<file path="config.mk">
export PLATFORM = sky130hd
export DESIGN_NAME = mobs_cell
export DESIGN_NICKNAME = d
export VERILOG_FILES = /design/src/design/mobs_pkg.sv /design/src/design/mobs_cell.sv
export SDC_FILE = /design/constraint.sdc
export NUM_CORES = 1
export LEC_CHECK = 0
export ABC_AREA = 1
export BUFFER_PORTS_ARGS = -buffer_cell sky130_fd_sc_hd__buf_4
export CORE_MARGIN = 2
export CORE_UTILIZATION = 60
export CTS_CLUSTER_DIAMETER = 80
export DETAILED_ROUTE_END_ITERATION = 8
export HOLD_SLACK_MARGIN = 0.1
export PLACE_DENSITY = 0.82
export SKIP_CTS_REPAIR_TIMING = 1
export SLEW_MARGIN = 20
export SYNTH_ARGS = -nofsm -noshare
export SYNTH_HDL_FRONTEND = slang
export SYNTH_SLANG_ARGS = --single-unit
</file>
<file path="constraint.sdc">
create_clock -name clk -period 6.7 [get_ports clk]
set_input_delay 1.675 -clock clk [delete_from_list [all_inputs] [get_ports clk]]
set_output_delay 1.675 -clock clk [all_outputs]
set_load 0.005 [all_outputs]
</file>
<file path="src/design/mobs_pkg.sv">
// Package for the multi-offset block SAD engine: sizes, payload structs,
// register indexes and the row SAD function.
// No dependencies; used by mobs_cell and multi_offset_block_sad_top.
`timescale 1ns / 1ps
`default_nettype none

package mobs_pkg;

    localparam int ROW_PIXELS  = 16;
    localparam int MAX_OFFSETS = 8;
    localparam int MAX_ROWS    = 16;

    // Fixed by the field widths of the input item
    localparam int SRC_BYTES   = 16;
    localparam int REF_BYTES   = 24;
    localparam int TREE_LEAVES = 16;

    localparam int SAD_W      = 16;
    localparam int ROWSAD_W   = $clog2(ROW_PIXELS * 255 + 1);
    localparam int ROW_CNT_W  = 5;
    localparam int OFF_CNT_W  = 4;
    localparam int OFF_IDX_W  = 3;
    localparam int CFG_IDX_W  = 2;
    localparam int CFG_DATA_W = 5;

    localparam logic [SAD_W-1:0] SAD_MAX = 16'hFFFF;

    localparam logic [CFG_IDX_W-1:0] CFG_ROWS_PER_BLOCK = 2'd0;
    localparam logic [CFG_IDX_W-1:0] CFG_OFFSETS_USED   = 2'd1;

    localparam logic [ROW_CNT_W-1:0] ROWS_RESET    = ROW_CNT_W'(MAX_ROWS);
    localparam logic [OFF_CNT_W-1:0] OFFSETS_RESET = OFF_CNT_W'(MAX_OFFSETS);

    typedef logic [ROW_PIXELS-1:0][7:0] pix_row_t;

    typedef struct packed {
        logic [63:0] src_lo;
        logic [63:0] src_hi;
        logic [63:0] ref_lo;
        logic [63:0] ref_mid;
        logic [55:0] ref_top;
    } in_item_t;

    typedef struct packed {
        logic [SAD_W-1:0]     sad_value;
        logic [OFF_IDX_W-1:0] offset_index;
        logic                 last_offset;
    } out_item_t;

    typedef struct packed {
        logic add;       // a row is taken this cycle
        logic last_row;  // that row closes the block
        logic shift;     // drain chain moves one place toward the output
    } cell_ctl_t;

    // Byte-wise absolute differences summed through a four-level tree
    function automatic logic [ROWSAD_W-1:0] row_sad(input pix_row_t s, input pix_row_t r);
        logic [TREE_LEAVES-1:0][ROWSAD_W-1:0] lvl;
        logic [7:0] d;
        for (int p = 0; p < TREE_LEAVES; p++) begin
            lvl[p] = '0;
        end
        for (int p = 0; p < ROW_PIXELS; p++) begin
            d = (s[p] > r[p]) ? (s[p] - r[p]) : (r[p] - s[p]);
            lvl[p] = ROWSAD_W'(d);
        end
        for (int w = TREE_LEAVES / 2; w >= 1; w = w / 2) begin
            for (int i = 0; i < w; i++) begin
                lvl[i] = lvl[2*i] + lvl[2*i+1];
            end
        end
        return lvl[0];
    endfunction

endpackage

`default_nettype wire

</file>
<file path="src/design/mobs_cell.sv">
// One offset cell: running SAD accumulator plus one place of the drain chain.
// Depends on mobs_pkg.
`timescale 1ns / 1ps
`default_nettype none

module mobs_cell (
    input  wire logic                        clk,
    input  wire logic                        rst_n,
    input  wire mobs_pkg::pix_row_t          src,
    input  wire mobs_pkg::pix_row_t          refw,
    input  wire mobs_pkg::cell_ctl_t         ctl,
    input  wire logic [mobs_pkg::SAD_W-1:0]  shift_in,
    output logic      [mobs_pkg::SAD_W-1:0]  slot
);

    logic [mobs_pkg::SAD_W-1:0]    acc_reg, acc_next;
    logic [mobs_pkg::SAD_W-1:0]    slot_reg, slot_next;
    logic [mobs_pkg::ROWSAD_W-1:0] rsad;
    logic [mobs_pkg::SAD_W:0]      sum_wide;
    logic [mobs_pkg::SAD_W-1:0]    sum_sat;

    always_comb
    begin
        rsad     = mobs_pkg::row_sad(src, refw);
        sum_wide = {1'b0, acc_reg} + (mobs_pkg::SAD_W + 1)'(rsad);
        sum_sat  = sum_wide[mobs_pkg::SAD_W] ? mobs_pkg::SAD_MAX
                                             : sum_wide[mobs_pkg::SAD_W-1:0];
    end

    always_comb
    begin
        acc_next  = acc_reg;
        slot_next = slot_reg;
        if (ctl.add) begin
            acc_next = ctl.last_row ? '0 : sum_sat;
        end
        if (ctl.add && ctl.last_row) begin
            slot_next = sum_sat;
        end
        else if (ctl.shift) begin
            slot_next = shift_in;
        end
    end

    always_ff @(posedge clk or negedge rst_n)
    begin
        if (!rst_n) begin
            acc_reg <= '0;
        end
        else begin
            acc_reg <= acc_next;
        end
    end

    always_ff @(posedge clk)
    begin
        slot_reg <= slot_next;
    end

    assign slot = slot_reg;

endmodule

`default_nettype wire

</file>
==> results of run 1 <==
==> kinds of logic after synthesis <==
group	share of synthesized area (%)
simple gates	26.30
buf+inv	15.60
fa+ha+maj	35.74
compound gates	10.33
xor+xnor	7.036
flops	4.949
mux	0.05624
==> worst min path at each step <==
stage | end | slack, ns
after floorplan | acc_reg[11]$_DFFE_PN0P_ | 0.46
after global placement | acc_reg[12]$_DFFE_PN0P_ | 0.48
after detailed placement | acc_reg[11]$_DFFE_PN0P_ | 0.48
after CTS | acc_reg[11]$_DFFE_PN0P_ | 0.50
after global routing | acc_reg[12]$_DFFE_PN0P_ | 0.52
final | acc_reg[12]$_DFFE_PN0P_ | 0.52
==> per-stage QoR <==
step                      setup TNS (ns)  std cells  worst slack (ns)  utilization (%)
after global routing              -43.51       3851            -1.540            84.84
after detailed placement          -38.04       3817            -1.241            80.97
after floorplan                   -18.18       2727           -0.6938                -
after global placement            -35.17       3817            -1.164            80.97
after CTS                         -31.33       3825            -1.052            81.53
final                             -32.64       3854            -1.151            84.86
==> tightest hold or removal path, cell delays in order (launching register included) <==
cell	delay (ns)
dfrtp_1	0.35
nand2_1	0.08
nand2_1	0.06
==> layout make-up <==
type,instances,share of cell area (%)
Multi-Input combinational cell,1998,60.42
Timing Repair Buffer,779,23.61
Inverter,644,9.798
Sequential cell,32,3.530
Tap cell,390,1.956
Clock buffer,6,0.5165
Clock inverter,2,0.1404
Antenna cell,3,0.03009
==> layer usage <==
layer  vias up  wire [um]  track usage (%)
met3       328       4103            3.704
met2      1036      29660            64.71
li1       9717          -                -
met4         2       3559            13.15
met1      9445      22380            40.69
met5         -         13                0
==> placed cells by master (no fill, tap or decap), types with 29 or more instances in the layout <==
cell type,synthesis,routed
buf_4,24,771
nand2_1,746,702
inv_1,621,597
ha_1,270,224
a21oi_1,152,147
nor2_1,148,130
fa_1,149,119
xor2_1,114,110
nand3_1,95,90
nand2_2,33,70
o21ai_1,32,41
inv_2,23,40
nand4_1,35,35
o21ai_0,59,32
ha_4,0,31
fa_2,0,30
xnor2_1,29,29
==> metrics.txt, run 1 <==
Routability Congestion just under 1; Yosys top cell area share about a fifth; Hold Path Class register to register; Setup crit end kind register; share of cells above drive strength 1 31.72%; Clock transition at path regs approximately 0.06 ns; R2R cell count 18; unique cell type count in the Yosys netlist 46; Hold Worst Slack 0.5166 ns; # setup viols final 32; filler instances roughly 1800; TritonCTS Buffers 5; period utilization 117.2%; WL per Instance about 15 um; Worst EP required 6.85 ns; dpl cell area between 20000 and 25000 sq um; I/O Buffers 292; Iter 0 DRT Violations 1577; P&R area growth vs syn 40.18%; hold depth 2; core area 29400 sq um; r2r startpoint acc_reg[2]$_DFFE_PN0P_; synthesized area approximately 18000 sq um; post-synthesis sequential area ratio 4.949%; Slowest-stage cell, CP fa_1; leading area contributor after synthesis ha_1; CTS Sinks 32; max incr delay on CP around 0.55 ns; Max Clock Freq around 130 MHz; count leader, synth nand2_1; DRC 0; syn_nets 3423; Vias/cell between 5 and 6; Critical Path End acc_reg[10]$_DFFE_PN0P_; Synth Warn # 0; # rows 63; H-Tree Depth 2; Post-Route WL between 50000 and 60000 um; global-route wire length before repair between 80000 and 90000 um; cells after synthesis approximately 2700; final worst slack -1.151 ns; chip width 176.2 um; clk buf depth 2; max cap viols 1; IO Count 293; Worst Path Max Fanout 7; nets@finish around 4200; Primary FF master, synth edfxtp_1; RSZ-0062 raised after global routing true; drt first pass iters 7; Critical Path Source Type input pin; Arr. time, crit path roughly 8 ns; final hold vios 0; r2r endpoint acc_reg[10]$_DFFE_PN0P_; Crit Path Class input pin to register; most used cell, CP fa_1; commonest cells in the netlist 746 x nand2_1, 621 x inv_1, 270 x ha_1, 152 x a21oi_1, 149 x fa_1; post-layout min period 7.851 ns; total track usage between 30% and 40%; DPL Wire Length about 48000 um; R2R Setup Slk 1.37 ns; Final Max Tran Viols 14; delay-heaviest family, CP adder cells; CTS tree done; Post-synth EDFFs 16; post-route ant nets 0; Multi-input gate area 15080 sq um; Synth Register Bits 32; worst-margin pin slew between 1.5 and 2 ns; die footprint 31060 sq um; Vias between 20000 and 25000; ys async rst share about half; initial antenna violation count 3; top cells by area, synth ha_1 19%, fa_1 17%, nand2_1 16%; initial core utilization a little over 60%; Avg Cell Area, Syn about 6.5 sq um; Hold Startpoint acc_reg[12]$_DFFE_PN0P_; final instance area around 25000 sq um; worst skew pair latency about 0.29 ns; Die H around 180 um; largest net degree at the start of global routing 22; CP startpoint src[62]; outcome finished, violations left; Worst Skew about 0.0076 ns; Congestion Overflow GR 0; Bufs and invs on worst path 10; Root Driver clkbuf_16; failing checks max-capacitance violations, max-slew violations, negative setup slack; WP depth 30; headroom to the max-slew limit -0.8570%; FF/Latch Area a little under 900 sq um; vias in the first global route 20140
Power of run 1 is left out: the tool's default activity adds up to more than one toggle a clock period on the data nets, which glitch-free logic cannot reach.
==> run 2, diff against run 1 <==
SKIP_CTS_REPAIR_TIMING = default   (was 1)
==> run 2 against run 1 <==
The flow finishes with violations (negative setup slack). Design area increased by 2.5%. Critical path depth increased by 1. Worst setup slack got worse by 0.071 ns. Via count grew 2.3%. First-iteration DRC count is 5.6% higher. Routed wire length is 6.0% higher.
==> metrics.txt, run 2 (synthesized netlist as in run 1, its figures left out) <==
RSZ-0062 raised after global routing true; P&R area growth vs syn 43.73%; Max Clock Freq 126.2 MHz; final worst slack -1.222 ns; # rows 63; WL per Instance 16.31 um; chip width between 150 and 200 um; cts hold-fix bufs 0; CTS tree done; worst skew pair latency roughly 0.29 ns; # setup viols final 32; DPL Wire Length 47610 um; headroom to the max-slew limit roughly a third; outcome finished, violations left; Multi-input gate area around 15000 sq um; Iter 0 DRT Violations 1666; filler instances 1627; Critical Path Source Type input pin; r2r startpoint acc_reg[2]$_DFFE_PN0P_; final core utilization between 80% and 90%; Worst Path Max Fanout 8; total track usage between 30 and 40%; TritonCTS Buffers 5; Root Driver clkbuf_16; largest net degree at the start of global routing 22; Hold Path Class register to register; drt first pass iters 8; period utilization 118.2%; Die H roughly 180 um; IO Count 293; max incr delay on CP roughly 0.57 ns; final hold vios 0; post-layout min period approximately 7.9 ns; Worst Skew 0.01002 ns; DRC 0; Setup WS pre-CTS -1.241 ns; die footprint approximately 31000 sq um; global-route wire length before repair roughly 92000 um; failing checks negative setup slack; Slowest-stage cell, CP fa_1; Worst EP required 6.88 ns; initial core utilization slightly above 60%; Crit Path Class input pin to register; commonest non-fill, non-tap cells in the layout 786 x buf_4, 694 x nand2_1, 577 x inv_1; Post-Route WL approximately 63000 um; Post-Route Setup TNS -35.86 ns; initial antenna violation count 6; leading cell type in the layout, fill and taps excluded buf_4; FF/Latch Area 880.8 sq um; share of cells above drive strength 1 between 30% and 40%; Hold Startpoint acc_reg[13]$_DFFE_PN0P_; Routability Congestion approximately 0.97; CTS Sinks 32; max cap viols 0; CP startpoint src[60]; Clock transition at path regs 0.06 ns; clk buf depth 2; Setup crit end kind register; Hold Worst Slack about 0.52 ns; H-Tree Depth 2; Vias/cell 5.411; post-route ant nets 0; vias in the first global route around 21000; I/O Buffers about 300; Bufs and invs on worst path 9; Congestion Overflow GR 0; delay-heaviest family, CP adder cells; Vias ~21000; Final Max Tran Viols 0; nets@finish roughly 4200; worst-margin pin slew between 1 and 1.5 ns; core area 29400 sq um; Arr. time, crit path 8.10 ns
-- run 2: cell count changes in the layout (fill, tap and decap cells not counted), sizes merged --
cell  change
buf      +26
-- run 2: timing repair --
action                     CTS  global route
gates resized for setup     72           245
setup endpoints to repair   32            32
gates cloned                 2             1
buffers inserted            19            30
pin swaps                   46           113
-- run 2: metal layers --
| layer | part of all wire, % | routed length, um | vias to the layer above | global-route usage, % |
|---|---|---|---|---|
| li1 | - | - | 9785 | - |
| met1 | 37 | 23270 | 9615 | 41.26 |
| met2 | 49 | 31120 | 1202 | 66.78 |
| met3 | 7.5 | 4733 | 387 | 4.328 |
| met4 | 6.5 | 4132 | 6 | 15.01 |
| met5 | 0.065 | 41 | - | 0 |
-- run 2: cell type report --
class	instances	share of cell area, %
Antenna cell	3	0.02934
Sequential cell	32	3.443
Clock buffer	6	0.5037
Tap cell	390	1.907
Inverter	644	9.576
Timing Repair Buffer	805	23.98
Clock inverter	2	0.1369
Multi-Input combinational cell	1998	60.42
-- run 2: worst register-to-register path, cell delays in order (launching register included) --
cell and delay (ns):
dfrtp_1 0.41, fa_1 0.53, fa_1 0.58, fa_1 0.46
fa_1 0.57, inv_2 0.05, fa_1 0.46, fa_1 0.56
inv_2 0.07, ha_4 0.17, fa_2 0.41, nand2_2 0.10
nand3_4 0.10, a21oi_4 0.23, buf_6 0.15, nand3_2 0.08
nand2_1 0.08, nand2_1 0.07
-- run 2: final timing paths --
kind,to,slack (ns),cells after the start
max in group asynchronous,acc_reg[14]$_DFFE_PN0P_,5.22,1
min,acc_reg[13]$_DFFE_PN0P_,0.52,2
max,acc_reg[8]$_DFFE_PN0P_,-1.22,31
max reg2reg,slot[11]$_DFFE_PP_,1.35,17
min in group asynchronous,acc_reg[5]$_DFFE_PN0P_,1.26,1
min reg2reg,acc_reg[13]$_DFFE_PN0P_,0.52,2
-- run 2: stage by stage --
| stage | instances | cell area, sq um |
|---|---|---|
| after floorplan | 2727 | 17990 |
| after global placement | 3817 | 23810 |
| after detailed placement | 3817 | 23810 |
| after CTS | 3846 | 24400 |
| after global routing | 3877 | 25580 |
| final | 3880 | 25580 |
Power of run 2 is left out for the same reason.
